$ cat src/hdl/fthr_pkg.sv
`timescale 1ns / 1ps
// ----------------------------------------------------------------------------
// fthr_pkg: shared definitions for the force threshold reporter
// widths, register indexes, mode codes and the divider status bundle
// ----------------------------------------------------------------------------
package fthr_pkg;

    // default parameter values
    localparam int RAW_BITS_DEF  = 16;
    localparam int TIME_BITS_DEF = 32;

    // fixed field widths
    localparam int LIM_W     = 16;   // lower and upper limits
    localparam int PCT_W     = 7;    // percent values
    localparam int MODE_W    = 2;    // error and lock modes
    localparam int DELAY_W   = 26;   // off delay in ms
    localparam int CFG_IDX_W = 3;
    localparam int CFG_W     = DELAY_W;
    localparam int RAW_VAL_W = 16;   // reported raw value
    localparam int NUM_W     = LIM_W + PCT_W;  // 100 * (raw - lower)
    localparam int QSTEPS    = PCT_W;          // quotient never exceeds 100
    localparam int QCNT_W    = 3;

    localparam logic [PCT_W-1:0] PCT_FULL = 7'd100;

    // configuration register indexes
    localparam logic [CFG_IDX_W-1:0] REG_LOWER     = 3'd0;
    localparam logic [CFG_IDX_W-1:0] REG_UPPER     = 3'd1;
    localparam logic [CFG_IDX_W-1:0] REG_DETECT    = 3'd2;
    localparam logic [CFG_IDX_W-1:0] REG_HYST      = 3'd3;
    localparam logic [CFG_IDX_W-1:0] REG_STEP      = 3'd4;
    localparam logic [CFG_IDX_W-1:0] REG_ERR_MODE  = 3'd5;
    localparam logic [CFG_IDX_W-1:0] REG_LOCK_MODE = 3'd6;
    localparam logic [CFG_IDX_W-1:0] REG_OFF_DELAY = 3'd7;

    // error modes
    localparam logic [MODE_W-1:0] ERR_OFF   = 2'd0;
    localparam logic [MODE_W-1:0] ERR_ON    = 2'd1;
    localparam logic [MODE_W-1:0] ERR_SPLIT = 2'd2;
    localparam logic [MODE_W-1:0] ERR_KEEP  = 2'd3;

    // lock modes
    localparam logic [MODE_W-1:0] LOCK_KEEP = 2'd0;
    localparam logic [MODE_W-1:0] LOCK_OFF  = 2'd1;
    localparam logic [MODE_W-1:0] LOCK_ON   = 2'd2;

    // divider status towards the sequencer
    typedef struct packed {
        logic             done;
        logic [PCT_W-1:0] quot;
    } div_stat_t;

endpackage

$ cat src/hdl/fthr_div.sv
`timescale 1ns / 1ps
// ----------------------------------------------------------------------------
// fthr_div: restoring divider for the percent
// one shared compare and subtract per cycle, one quotient bit per step
// ----------------------------------------------------------------------------
module fthr_div
(
    input  logic                           clk,
    input  logic                           rst_n,
    input  logic                           start,
    input  logic [fthr_pkg::NUM_W-1:0]     numer,
    input  logic [fthr_pkg::LIM_W-1:0]     denom,
    output fthr_pkg::div_stat_t            stat
);

    logic [fthr_pkg::NUM_W-1:0]  rem_reg, rem_next;
    logic [fthr_pkg::NUM_W-1:0]  dsh_reg, dsh_next;
    logic [fthr_pkg::PCT_W-1:0]  quot_reg, quot_next;
    logic [fthr_pkg::QCNT_W-1:0] step_reg, step_next;
    logic                        busy_reg, busy_next;
    logic                        done_reg, done_next;
    logic                        fits;
    logic [fthr_pkg::NUM_W-1:0]  diff;

    // shared compare and subtract
    assign fits = (rem_reg >= dsh_reg);
    assign diff = rem_reg - dsh_reg;

    always_comb
    begin
        rem_next  = rem_reg;
        dsh_next  = dsh_reg;
        quot_next = quot_reg;
        step_next = step_reg;
        busy_next = busy_reg;
        done_next = 1'b0;
        if (start)
        begin
            rem_next  = numer;
            dsh_next  = fthr_pkg::NUM_W'(denom) << (fthr_pkg::QSTEPS - 1);
            quot_next = '0;
            step_next = fthr_pkg::QCNT_W'(fthr_pkg::QSTEPS - 1);
            busy_next = 1'b1;
        end
        else if (busy_reg)
        begin
            if (fits)
            begin
                rem_next = diff;
            end
            quot_next = {quot_reg[fthr_pkg::PCT_W-2:0], fits};
            dsh_next  = dsh_reg >> 1;
            step_next = step_reg - 1'b1;
            if (step_reg == '0)
            begin
                busy_next = 1'b0;
                done_next = 1'b1;
            end
        end
    end

    always_ff @(posedge clk or negedge rst_n)
    begin
        if (!rst_n)
        begin
            busy_reg <= 1'b0;
            done_reg <= 1'b0;
            step_reg <= '0;
        end
        else
        begin
            busy_reg <= busy_next;
            done_reg <= done_next;
            step_reg <= step_next;
        end
    end

    always_ff @(posedge clk)
    begin
        rem_reg  <= rem_next;
        dsh_reg  <= dsh_next;
        quot_reg <= quot_next;
    end

    assign stat.done = done_reg;
    assign stat.quot = quot_reg;

endmodule

$ cat src/hdl/force_threshold_hysteresis_reporter_unit.sv
`timescale 1ns / 1ps
// ----------------------------------------------------------------------------
// force_threshold_hysteresis_reporter_unit: force threshold detector
// percent scaling, hysteresis detection, error and lock modes, change-based
// reports and a delayed-off switch
// ----------------------------------------------------------------------------
//
//  channel  | direction | handshake              | contents
//  ---------+-----------+------------------------+------------------------------
//  s_*      | in        | s_tvalid / s_tready    | raw sample, time, lock/diag/force
//  m_*      | out       | m_tvalid / m_tready    | five report flags and values
//  cfg_*    | in        | cfg_wr_en, no wait     | eight limit and mode registers
//
//  after its input transaction is accepted, a result passes one divider load,
//  seven restoring steps through the shared compare and subtract, the divider
//  done flag and the result load; the next transaction is taken only once the
//  sequencer is back in idle after the result load, even if the sink has not
//  yet taken the result; a stalled sink holds the sequencer in its result state
//  while the previous result still waits; reset loads the register defaults and
//  clears all history
//
module force_threshold_hysteresis_reporter_unit
#(
    parameter int RAW_BITS  = fthr_pkg::RAW_BITS_DEF,
    parameter int TIME_BITS = fthr_pkg::TIME_BITS_DEF
)
(
    input  logic                                  clk,
    input  logic                                  rst_n,
    // configuration write port
    input  logic                                  cfg_wr_en,
    input  logic [fthr_pkg::CFG_IDX_W-1:0]        cfg_index,
    input  logic [fthr_pkg::CFG_W-1:0]            cfg_data,
    // input stream
    input  logic                                  s_tvalid,
    output logic                                  s_tready,
    // raw_sample, time_ms, lock_on, diag_on, force_report, zero fill
    input  logic [((RAW_BITS+TIME_BITS+3+7)/8)*8-1:0] s_tdata,
    // result stream
    output logic                                  m_tvalid,
    input  logic                                  m_tready,
    // raw_report, raw_value, percent_report, percent_value, error_report,
    // error_flag, detect_report, detect_flag, delayed_report, delayed_flag,
    // zero fill
    output logic [31:0]                           m_tdata
);

    localparam int RAW_CMP_W = (RAW_BITS > fthr_pkg::LIM_W) ? RAW_BITS : fthr_pkg::LIM_W;
    localparam int DLY_CMP_W = (TIME_BITS > fthr_pkg::DELAY_W) ? TIME_BITS
                                                              : fthr_pkg::DELAY_W;
    localparam int OUT_USED  = 8 + fthr_pkg::RAW_VAL_W + fthr_pkg::PCT_W;
    localparam int OUT_W     = 32;

    typedef enum logic [1:0] {ST_IDLE, ST_LOAD, ST_DIV, ST_FIN} state_t;

    // configuration registers
    logic [fthr_pkg::LIM_W-1:0]   lower_reg, upper_reg;
    logic [fthr_pkg::PCT_W-1:0]   detect_pct_reg, hyst_reg, step_cfg_reg;
    logic [fthr_pkg::MODE_W-1:0]  err_mode_reg, lock_mode_reg;
    logic [fthr_pkg::DELAY_W-1:0] off_delay_reg;

    // captured transaction
    logic [RAW_BITS-1:0]  raw_reg;
    logic [TIME_BITS-1:0] time_reg;
    logic                 lock_reg, diag_reg, force_reg;

    // history
    logic [RAW_BITS-1:0]        prev_raw_reg, prev_raw_next;
    logic [fthr_pkg::PCT_W-1:0] prev_pct_reg, prev_pct_next;
    logic                       prev_err_reg, prev_err_next;
    logic                       prev_det_reg, prev_det_next;
    logic [TIME_BITS-1:0]       chg_time_reg, chg_time_next;
    logic                       prev_dly_reg, prev_dly_next;

    state_t                     state_reg, state_next;
    logic                       out_valid_reg, out_valid_next;
    logic [OUT_W-1:0]           out_data_reg, out_data_next;

    fthr_pkg::div_stat_t        div_stat;
    logic                       div_start;
    logic [fthr_pkg::NUM_W-1:0] numer;
    logic [fthr_pkg::LIM_W-1:0] span;
    logic [fthr_pkg::LIM_W-1:0] offset;

    // classification and result terms
    logic [RAW_CMP_W-1:0]       raw_ext;
    logic                       under, over, err;
    logic [fthr_pkg::PCT_W-1:0] pct, limit, step, pct_diff;
    logic                       det, det_base;
    logic [RAW_BITS-1:0]        raw_out;
    logic                       raw_rep, pct_rep, err_rep, det_rep, dly_chg, dly_rep, sw;
    logic [TIME_BITS-1:0]       elapsed;
    logic                       load_out;

    // ------------------------------------------------------------------------
    // configuration writes
    // ------------------------------------------------------------------------
    always_ff @(posedge clk or negedge rst_n)
    begin
        if (!rst_n)
        begin
            lower_reg      <= 16'd1;
            upper_reg      <= 16'd1023;
            detect_pct_reg <= 7'd50;
            hyst_reg       <= '0;
            step_cfg_reg   <= 7'd1;
            err_mode_reg   <= fthr_pkg::ERR_OFF;
            lock_mode_reg  <= fthr_pkg::LOCK_KEEP;
            off_delay_reg  <= '0;
        end
        else if (cfg_wr_en)
        begin
            case (cfg_index)
                fthr_pkg::REG_LOWER:     lower_reg      <= cfg_data[fthr_pkg::LIM_W-1:0];
                fthr_pkg::REG_UPPER:     upper_reg      <= cfg_data[fthr_pkg::LIM_W-1:0];
                fthr_pkg::REG_DETECT:    detect_pct_reg <= cfg_data[fthr_pkg::PCT_W-1:0];
                fthr_pkg::REG_HYST:      hyst_reg       <= cfg_data[fthr_pkg::PCT_W-1:0];
                fthr_pkg::REG_STEP:      step_cfg_reg   <= cfg_data[fthr_pkg::PCT_W-1:0];
                fthr_pkg::REG_ERR_MODE:  err_mode_reg   <= cfg_data[fthr_pkg::MODE_W-1:0];
                fthr_pkg::REG_LOCK_MODE: lock_mode_reg  <= cfg_data[fthr_pkg::MODE_W-1:0];
                fthr_pkg::REG_OFF_DELAY: off_delay_reg  <= cfg_data;
                default: ;
            endcase
        end
    end

    // ------------------------------------------------------------------------
    // input capture, one transaction at a time
    // ------------------------------------------------------------------------
    assign s_tready = (state_reg == ST_IDLE);

    always_ff @(posedge clk)
    begin
        if (s_tvalid && s_tready)
        begin
            raw_reg   <= s_tdata[RAW_BITS-1:0];
            time_reg  <= s_tdata[RAW_BITS +: TIME_BITS];
            lock_reg  <= s_tdata[RAW_BITS+TIME_BITS];
            diag_reg  <= s_tdata[RAW_BITS+TIME_BITS+1];
            force_reg <= s_tdata[RAW_BITS+TIME_BITS+2];
        end
    end

    // ------------------------------------------------------------------------
    // percent numerator and divider
    // ------------------------------------------------------------------------
    assign raw_ext = RAW_CMP_W'(raw_reg);
    assign under   = raw_ext < RAW_CMP_W'(lower_reg);
    assign over    = raw_ext > RAW_CMP_W'(upper_reg);
    assign err     = under || over;
    assign span    = upper_reg - lower_reg;
    // only meaningful when in range, where raw fits the limit width
    assign offset  = fthr_pkg::LIM_W'(raw_ext - RAW_CMP_W'(lower_reg));
    // 100 = 64 + 32 + 4
    assign numer   = (fthr_pkg::NUM_W'(offset) << 6) + (fthr_pkg::NUM_W'(offset) << 5)
                   + (fthr_pkg::NUM_W'(offset) << 2);
    assign div_start = (state_reg == ST_LOAD);

    fthr_div u_div
    (
        .clk   (clk),
        .rst_n (rst_n),
        .start (div_start),
        .numer (numer),
        .denom (span),
        .stat  (div_stat)
    );

    // ------------------------------------------------------------------------
    // detection, reports and delayed switch
    // ------------------------------------------------------------------------
    always_comb
    begin
        // percent, with equal limits giving zero when raw is in range
        if (under)
        begin
            pct = '0;
        end
        else if (over)
        begin
            pct = fthr_pkg::PCT_FULL;
        end
        else if (span == '0)
        begin
            pct = '0;
        end
        else
        begin
            pct = div_stat.quot;
        end

        // limit lowered by the hysteresis while detected, floored at zero
        if (prev_det_reg)
        begin
            limit = (detect_pct_reg > hyst_reg) ? (detect_pct_reg - hyst_reg) : '0;
        end
        else
        begin
            limit = detect_pct_reg;
        end

        if (err)
        begin
            case (err_mode_reg)
                fthr_pkg::ERR_OFF:   det_base = 1'b0;
                fthr_pkg::ERR_ON:    det_base = 1'b1;
                fthr_pkg::ERR_SPLIT: det_base = !under;
                default:             det_base = prev_det_reg;
            endcase
        end
        else
        begin
            det_base = (pct >= limit);
        end

        // lock mode three ignores the lock and keeps the normal detection
        det = det_base;
        if (lock_reg)
        begin
            case (lock_mode_reg)
                fthr_pkg::LOCK_KEEP: det = prev_det_reg;
                fthr_pkg::LOCK_OFF:  det = 1'b0;
                fthr_pkg::LOCK_ON:   det = 1'b1;
                default:             det = det_base;
            endcase
        end

        raw_out = diag_reg ? raw_reg : '0;
        raw_rep = (prev_raw_reg != raw_out) || force_reg;

        step     = (step_cfg_reg == '0) ? 7'd1 : step_cfg_reg;
        pct_diff = (prev_pct_reg > pct) ? (prev_pct_reg - pct) : (pct - prev_pct_reg);
        pct_rep  = (pct_diff >= step) || force_reg || (prev_det_reg != det)
                 || ((prev_pct_reg != pct) && ((pct == '0) || (pct == fthr_pkg::PCT_FULL)));

        err_rep = (prev_err_reg != err) || force_reg;
        det_rep = (prev_det_reg != det) || force_reg;

        // elapsed time from the change mark after this transaction's update
        elapsed = det_rep ? '0 : (time_reg - chg_time_reg);
        sw = det;
        if (!det && (off_delay_reg != '0) && prev_dly_reg
            && (DLY_CMP_W'(elapsed) < DLY_CMP_W'(off_delay_reg)))
        begin
            sw = 1'b1;
        end
        dly_chg = (prev_dly_reg != sw) || force_reg;
        dly_rep = dly_chg && ((off_delay_reg != '0) || sw);
    end

    // ------------------------------------------------------------------------
    // sequencer, history and output register
    // ------------------------------------------------------------------------
    assign load_out = (state_reg == ST_FIN) && (!out_valid_reg || m_tready);

    always_comb
    begin
        state_next     = state_reg;
        out_valid_next = out_valid_reg;
        out_data_next  = out_data_reg;
        prev_raw_next  = prev_raw_reg;
        prev_pct_next  = prev_pct_reg;
        prev_err_next  = prev_err_reg;
        prev_det_next  = prev_det_reg;
        chg_time_next  = chg_time_reg;
        prev_dly_next  = prev_dly_reg;

        if (out_valid_reg && m_tready)
        begin
            out_valid_next = 1'b0;
        end

        case (state_reg)
            ST_IDLE:
            begin
                if (s_tvalid)
                begin
                    state_next = ST_LOAD;
                end
            end
            ST_LOAD:
            begin
                state_next = ST_DIV;
            end
            ST_DIV:
            begin
                if (div_stat.done)
                begin
                    state_next = ST_FIN;
                end
            end
            ST_FIN:
            begin
                if (load_out)
                begin
                    state_next     = ST_IDLE;
                    out_valid_next = 1'b1;
                    out_data_next  = OUT_W'({sw, dly_rep, det, det_rep, err, err_rep,
                                             pct, pct_rep,
                                             fthr_pkg::RAW_VAL_W'(raw_out), raw_rep});
                    if (raw_rep)
                    begin
                        prev_raw_next = raw_out;
                    end
                    if (pct_rep)
                    begin
                        prev_pct_next = pct;
                    end
                    if (err_rep)
                    begin
                        prev_err_next = err;
                    end
                    if (det_rep)
                    begin
                        prev_det_next = det;
                        chg_time_next = time_reg;
                    end
                    if (dly_chg)
                    begin
                        prev_dly_next = sw;
                    end
                end
            end
            default:
            begin
                state_next = ST_IDLE;
            end
        endcase
    end

    always_ff @(posedge clk or negedge rst_n)
    begin
        if (!rst_n)
        begin
            state_reg     <= ST_IDLE;
            out_valid_reg <= 1'b0;
            out_data_reg  <= '0;
            prev_raw_reg  <= '0;
            prev_pct_reg  <= '0;
            prev_err_reg  <= 1'b0;
            prev_det_reg  <= 1'b0;
            chg_time_reg  <= '0;
            prev_dly_reg  <= 1'b0;
        end
        else
        begin
            state_reg     <= state_next;
            out_valid_reg <= out_valid_next;
            out_data_reg  <= out_data_next;
            prev_raw_reg  <= prev_raw_next;
            prev_pct_reg  <= prev_pct_next;
            prev_err_reg  <= prev_err_next;
            prev_det_reg  <= prev_det_next;
            chg_time_reg  <= chg_time_next;
            prev_dly_reg  <= prev_dly_next;
        end
    end

    assign m_tvalid = out_valid_reg;
    assign m_tdata  = out_data_reg;

    // ------------------------------------------------------------------------
    // assertions
    // ------------------------------------------------------------------------
    // the divider only finishes while the sequencer waits on it
    a_div_done_in_div: assert property (@(posedge clk) disable iff (!rst_n)
        div_stat.done |-> (state_reg == ST_DIV))
        else $error("divider finished outside the divide state");

    // reported percent never exceeds full scale
    a_pct_range: assert property (@(posedge clk) disable iff (!rst_n)
        m_tvalid |-> (m_tdata[OUT_USED-7:OUT_USED-13] <= fthr_pkg::PCT_FULL))
        else $error("percent above full scale");

    // delayed switch is on whenever detection is on
    a_delay_covers_detect: assert property (@(posedge clk) disable iff (!rst_n)
        (m_tvalid && m_tdata[28]) |-> m_tdata[30])
        else $error("delayed switch off while detected");

    // a new result is only loaded when the previous one has gone
    a_no_overwrite: assert property (@(posedge clk) disable iff (!rst_n)
        (m_tvalid && !m_tready) |=> (m_tdata == $past(m_tdata)) || !$past(load_out))
        else $error("pending result overwritten");

endmodule
$ cat config.mk
export PLATFORM = sky130hd
export DESIGN_NAME = force_threshold_hysteresis_reporter_unit
export DESIGN_NICKNAME = d
export VERILOG_FILES = /design/src/hdl/fthr_pkg.sv /design/src/hdl/fthr_div.sv /design/src/hdl/force_threshold_hysteresis_reporter_unit.sv
export SDC_FILE = /design/constraint.sdc
export NUM_CORES = 1
export LEC_CHECK = 0
export CAP_MARGIN = 20
export CORE_AREA = 2 2 234 236
export CTS_CLUSTER_DIAMETER = 40
export DETAILED_ROUTE_END_ITERATION = 8
export DIE_AREA = 0 0 236 238
export DONT_BUFFER_PORTS = 1
export PLACE_DENSITY = 0.6
export SLEW_MARGIN = 30
export SYNTH_ARGS = -nofsm -noshare
export SYNTH_HDL_FRONTEND = slang
export SYNTH_SLANG_ARGS = --single-unit
$ cat constraint.sdc
create_clock -name clk -period 7.5 [get_ports clk]
set_input_delay 0.375 -clock clk [delete_from_list [all_inputs] [get_ports clk]]
set_output_delay 0.375 -clock clk [all_outputs]
set_load 0.02 [all_outputs]
After elaboration in Yosys (flattened, before gate mapping)
Cells that the tools add are included.
{"block": "classes", "n_addsub": 10, "mul": 0, "div": 0, "n_lt_le_gt_ge": 8, "n_eq_ne": 23, "shifts": 0, "mux": 34, "bitwise": 0, "reduce_logical": 49}
{"cell": "23-bit 2-to-1 mux", "count": 3}
{"cell": "7-bit 2-to-1 mux", "count": 7}
{"cell": "22-bit 2-to-1 mux", "count": 2}
{"cell": "32-bit by 26-bit less-than comparator with 1-bit output", "count": 1}
{"cell": "32-bit 2-to-1 mux", "count": 1}
{"cell": "16-bit subtractor", "count": 2}
{"cell": "32-bit subtractor", "count": 1}
{"cell": "26-bit nonzero test", "count": 1}
{"cell": "22-bit by 21-bit adder with 23-bit output", "count": 1}
{"cell": "23-bit by 18-bit adder with 23-bit output", "count": 1}
{"cell": "23-bit by 22-bit >= comparator with 1-bit output", "count": 1}
{"cell": "23-bit by 22-bit subtractor with 23-bit output", "count": 1}
{"cell": "7-bit subtractor", "count": 3}
{"cell": "2-bit AND reduction", "count": 10}
{"cell": "3-bit AND reduction", "count": 6}
{"cell": "16-bit > comparator", "count": 1}
{"cell": "16-bit logical NOT", "count": 1}
{"cell": "16-bit less-than comparator", "count": 1}
{"cell": "16-bit 2-to-1 mux", "count": 1}
{"cell": "16-bit inequality test", "count": 1}
{"cell": "7-bit >= comparator", "count": 2}
{"cell": "7-bit > comparator", "count": 2}
{"cell": "7-bit logical NOT", "count": 2}
{"cell": "3-bit == test (second input constant)", "count": 4}
{"cell": "other kinds (21)", "count": 68}
{"block": "word_totals", "regBits": 283, "latch_bits": 0, "ramBits": 0, "romBits": 0, "inputBits": 90, "out_inout_bits": 34, "wordCells": 153, "memories": 0}

Logic depth before layout (Yosys ltp)
{"block": "logic_depth", "depth_word": 18, "mapped_depth": 39, "ltp_nobuf": 37}

Modules after synthesis
From an unflattened synthesis, not the netlist that was laid out.
{"block": "hier_totals", "hier_cells": 1933, "area_unflattened_um2": 18904.4}
{"mod": "force_threshold_hysteresis_reporter_unit", "n_inst": 1, "cells_per_inst": 1564, "area_each_um2": 15346.0, "seq_area_each_um2": 5929.4}
{"mod": "fthr_div", "n_inst": 1, "cells_per_inst": 369, "area_each_um2": 3558.4, "seq_area_each_um2": 1556.5}

Worst setup path after synthesis
No wires, ideal clock.
{"block": "synth_timing", "path_type": "register to register", "start": "reg upper_reg[0] in the netlist's numbering", "end": "reg out_data_reg[29] (netlist: m_tdata[29])", "setup_time_ns": 0.131, "t_arrival_ns": 7.226, "required_ns": 7.369, "slack_ns": 0.143, "stages_incl_launch_ff": 39, "n_path_buf": 2, "period_less_slack_ns": 7.357, "cell_sequence": "dfstp_2 -> inv_1 -> ha_1 -> fa_1 -> nor2b_1 -> o21ai_2 -> a21boi_2 -> o31ai_2 -> a21boi_0 -> nor4_1 -> o211ai_1 -> nor4_1 -> a31oi_1 -> and2_2 -> inv_1 -> ha_1 -> nand2b_1 -> a21o_1 -> [3 not listed] -> a2111o_1 -> a221oi_4 -> or3_1 -> buf_6 -> clkbuf_1 -> nor2_1 -> ha_1 -> a211oi_1 -> o21ai_0 -> a2111oi_0 -> o211ai_1 -> nor3_1 -> o221a_2 -> nand4_1 -> o221ai_2 -> nand2_1 -> nor4_1 -> nor3_1"}
{"block": "synth_between", "elab_chain_len": 18, "word_cells_on_any_way": 24, "classes_between": "add/sub: 1; order compare: 3; eq/ne: 2; mux: 8; reduce/logical: 10"}
{"item": "start: declaration", "line": "force_threshold_hysteresis_reporter_unit.sv:57", "source": "logic [fthr_pkg::LIM_W-1:0] lower_reg, upper_reg;"}
{"item": "start signal: assignment", "line": "force_threshold_hysteresis_reporter_unit.sv:115", "source": "fthr_pkg::REG_UPPER: upper_reg <= cfg_data[fthr_pkg::LIM_W-1:0];"}
{"item": "16-bit subtractor", "line": "force_threshold_hysteresis_reporter_unit.sv:151", "source": "assign span = upper_reg - lower_reg;"}
{"item": "16-bit logical NOT", "line": "force_threshold_hysteresis_reporter_unit.sv:183", "source": "else if (span == '0)"}
{"item": "7-bit 2-to-1 mux", "line": "force_threshold_hysteresis_reporter_unit.sv:183"}
{"item": "7-bit 2-to-1 mux (*)", "line": "force_threshold_hysteresis_reporter_unit.sv:179", "source": "else if (over)"}
{"item": "7-bit 2-to-1 mux (*)", "line": "force_threshold_hysteresis_reporter_unit.sv:175", "source": "if (under)"}
{"item": "net pct, one bit", "line": "force_threshold_hysteresis_reporter_unit.sv:88", "source": "logic [fthr_pkg::PCT_W-1:0] pct, limit, step, pct_diff;"}
{"item": "7-bit >= comparator (*)", "line": "force_threshold_hysteresis_reporter_unit.sv:213", "source": "det_base = (pct >= limit);"}
{"item": "1-bit 2-to-1 mux (*)", "line": "force_threshold_hysteresis_reporter_unit.sv:202", "source": "if (err)"}
{"item": "[3 not listed]"}
{"item": "1-bit logical OR", "line": "force_threshold_hysteresis_reporter_unit.sv:237", "source": "det_rep = (prev_det_reg != det) || force_reg;"}
{"item": "32-bit 2-to-1 mux", "line": "force_threshold_hysteresis_reporter_unit.sv:240", "source": "elapsed = det_rep ? '0 : (time_reg - chg_time_reg);"}
{"item": "32-bit by 26-bit less-than comparator with 1-bit output", "line": "force_threshold_hysteresis_reporter_unit.sv:243", "source": "&& (DLY_CMP_W'(elapsed) < DLY_CMP_W'(off_delay_reg)))"}
{"item": "1-bit logical AND", "line": "force_threshold_hysteresis_reporter_unit.sv:243"}
{"item": "1-bit 2-to-1 mux (*)", "line": "force_threshold_hysteresis_reporter_unit.sv:242", "source": "if (!det && (off_delay_reg != '0) && prev_dly_reg"}
{"item": "1-bit inequality test", "line": "force_threshold_hysteresis_reporter_unit.sv:247", "source": "dly_chg = (prev_dly_reg != sw) || force_reg;"}
{"item": "1-bit logical OR", "line": "force_threshold_hysteresis_reporter_unit.sv:247"}
{"item": "1-bit logical AND (*)", "line": "force_threshold_hysteresis_reporter_unit.sv:248", "source": "dly_rep = dly_chg && ((off_delay_reg != '0) || sw);"}
{"item": "end signal: assignment", "line": "force_threshold_hysteresis_reporter_unit.sv:349", "source": "out_data_reg <= out_data_next;"}
{"item": "end: declaration", "line": "force_threshold_hysteresis_reporter_unit.sv:77", "source": "logic [OUT_W-1:0] out_data_reg, out_data_next;"}
Mark *: on every way through the listed nets, which the timed path passes. The rest lies on a longest branch.
A chain may end at the register's enable or synchronous reset.

Worst setup path after layout
Ends and elaborated chain as after synthesis.

==> impl_metrics.yaml <==
cells_and_area:
  final_common_cell: "inv_1"
  syn_to_final_growth_pct: 20.4
  final_cell_mix: "222 x inv_1, 181 x ha_1, 164 x dfrtp_1"
  drive_gt1_share_pct: 16.4
  n_fill_cell: 5042
  layout.nets: 2367
timing:
  max_freq_mhz: 133
  layout_min_cycle_time_ns: 7.50
  worstMarginPinSlew_ns: 0.905
  setup_tns_ns: 0
  hold_ws_ns: 0.0743
  slew_headroom_pct: 38.9
  setup_viol: 0
  finalClockSkew_ns: 0.0431
  post-route-period-util_pct: 99.9
  slew_violations: 0
  rsz0062_at_grt: "yes"
  hold_viol: 0
clock_network:
  htreeDepth: 2
  clock-sinks: 283
  cts_buffers: 47
  clk_latency_ns: 0.59
  cts_root_buf: "clkbuf_16"
  clk_path_buf_depth: 3
  clk_pin_slew_ns: 0.06
  cts_tree: "done"
route:
  vias: 14700
  routed_wl_um: 48700
  ant_nets: 0
  post_drt_wl_per_cell_um: 17.3
  drtIter0Drc: 864
  first_pass_iters: 6
  vias_per_cell: 5.22
  drc: 0
global_route:
  antenna_found_initial: 10
  gr-total-overflow: 0
  grt_pass1_vias: 14600
  grt_pass1_wl_um: 77300
  grt_max_degree: 181
  grt_use_total_pct: 17.1
power:
  seqPwrFrac_pct: 22.8
  vdd_drop_max_mv: 0.312
  p_int_w: 0.00707
  net-switching-power_w: 0.00536
  power_density_mw_per_mm2: 541
  p_sw_share_pct: 43.1
  clkPwrFrac_pct: 18.5
  combPwrFrac_pct: 58.7
  p_total_w: 0.0124
  total_leakage_power_nw: 10.2
synthesis:
  synth_nets: 2226
  yosys_register_bits: 283
  synth-main-ff-cell: "dfrtp_1"
  synthCells: 1931
  async_reset_ff_share_pct: 63.6
  yosysSeqAreaShare_pct: 39.2
  syn_avg_cell_area_sq_um: 9.88
  synth.largest_area_cell: "dfrtp_1"
  yosys-top-cells-area: "dfrtp_1 22%, edfxtp_1 14%, ha_1 12%, mux2_2 4.7%, inv_1 4.4%"
  synth_top_area_share_pct: 21.6
  yosys_warnings: 0
  syn_area_sq_mm: 0.0191
  ys_types: 102
  synth_edf_count: 90
setup_path:
  required_ns: 7.97
  worstSetupPathType: "reg2reg"
  worstPathMaxFanout: 14
  endpoint_kind: "flop"
  crit_arrival_ns: 7.97
  cpMaxStageDelayCell: "dfstp_2"
  crit_top_cell: "a21o_1"
  critPathLaunchType: "flop"
  crit_path_max_incr_delay_ns: 0.53
worst_hold_path:
  hp-class: "in2reg"
run_status:
  status: "finished, final reports clean"
floorplan:
  dieArea_sq_mm: 0.0562
  coreArea_sq_mm: 0.0535
  ioPinCount: 124
  initial_core_util_pct: 35.7
  die_w_um: 236
  core.rowCount: 85
  fp.dieH_um: 238
flow_run:
  max-cap-violations: 0
placement:
  gp_congestion: 0.894
  dpl.hpwl_um: 36000
  portBuffers: 0
==> power by group through the flow <==
| stage | Clock [W] | Combinational (W) | Sequential (W) |
|---|---|---|---|
| 6_report | 0.00230 | 0.00730 | 0.00283 |
| 5_1_grt | 0.00243 | 0.00819 | 0.00291 |
| 4_1_cts | 0.00235 | 0.00711 | 0.00283 |
| 3_5_place_dp | 0 | 0.00697 | 0.00285 |
| 3_3_place_gp | 0 | 0.00681 | 0.00284 |
| 2_1_floorplan | 0 | 0.00549 | 0.00268 |
==> Yosys cell counts, drive strengths merged, types with 23 or more instances <==
cell      n
a21oi    88
nand2b   25
mux2    109
inv     224
o21ai   168
nor2b    25
edfxtp   90
a21o     46
and2     31
xnor2    49
nand3    32
xor2     28
nor3     36
nor2    115
o21a     23
nand2   133
ha      185
dfrtp   165
clkbuf   37
==> what timing repair did <==
action / in CTS / in global routing
cloned: 0 / 0
setup buffers: 0 / 7
hold buffers: 80 / 0
pin swaps: 4 / 31
setup endpoints to repair: 3 / 11
resized for setup: 6 / 45
hold endpoints to repair: 315 / 0
==> final timing paths <==
check | from | end | slack, ns | cells past startpoint
setup reg to reg | upper_reg[0] | m_tdata[29] | 0.004 | 38
max in group asynchronous | rst_n | detect_pct_reg[1] | 6.21 | 3
hold / removal | cfg_index[2] | lock_mode_reg[1] | 0.07 | 2
setup / recovery | upper_reg[0] | m_tdata[29] | 0.004 | 38
hold reg to reg | chg_time_reg[0] | chg_time_reg[0] | 0.49 | 2
min in group asynchronous | rst_n | chg_time_reg[20] | 0.37 | 2
==> cell families after synthesis <==
group,count (synthesis),synth area share (%)
buf+inv,269,5.63
fa+ha+maj,205,14.2
other cells,1,0.0197
mux,130,8.11
compound gates,480,16.6
simple gates,486,12.7
flops,283,39.2
xor+xnor,77,3.53
==> stage by stage <==
step | utilization, % | setup WS, ns | instance area, sq um | cells
6_report | 42.9 | 0.00437 | 23000 | 2814
5_1_grt | 42.9 | -0.423 | 23000 | 2812
4_1_cts | 42.4 | 0.0158 | 22700 | 2799
3_5_place_dp | 37.6 | -0.265 | 20100 | 2631
3_3_place_gp | 37.6 | -0.140 | 20100 | 2631
2_1_floorplan | - | 0.143 | 19100 | 1931
==> per-layer routing <==
metal / vias to the layer above / track usage (%) / wire length (um)
li1: 7179 / - / -
met1: 7090 / 20.8 / 20500
met2: 321 / 30.0 / 24000
met3: 100 / 3.74 / 2620
met4: 6 / 5.79 / 1480
met5: - / 0 / 41
==> area by class of cell <==
type                            count  area (sq um)  share of cell area (%)
Timing Repair Buffer              136          1270                    5.55
Antenna cell                        7          17.5                  0.0763
Sequential cell                   283          7490                    32.6
Inverter                          225           847                    3.69
Tap cell                          696           871                    3.79
Clock inverter                     36           470                    2.05
Multi-Input combinational cell   1379         10800                    46.9
Clock buffer                       52          1230                    5.34
==> worst max-delay path, delay by kind of cell, from the launching register on <==
kind                       cells  cell delay (ns)
AOI/OAI and AO/OA             19             3.48
xor gates and xnor gates       1             0.12
adders and majority gates      4             1.10
and+or+nand+nor                9             1.52
DFF                            1             0.53
buffers and inverters          5             0.62
(Power assumes the default switching activity.)
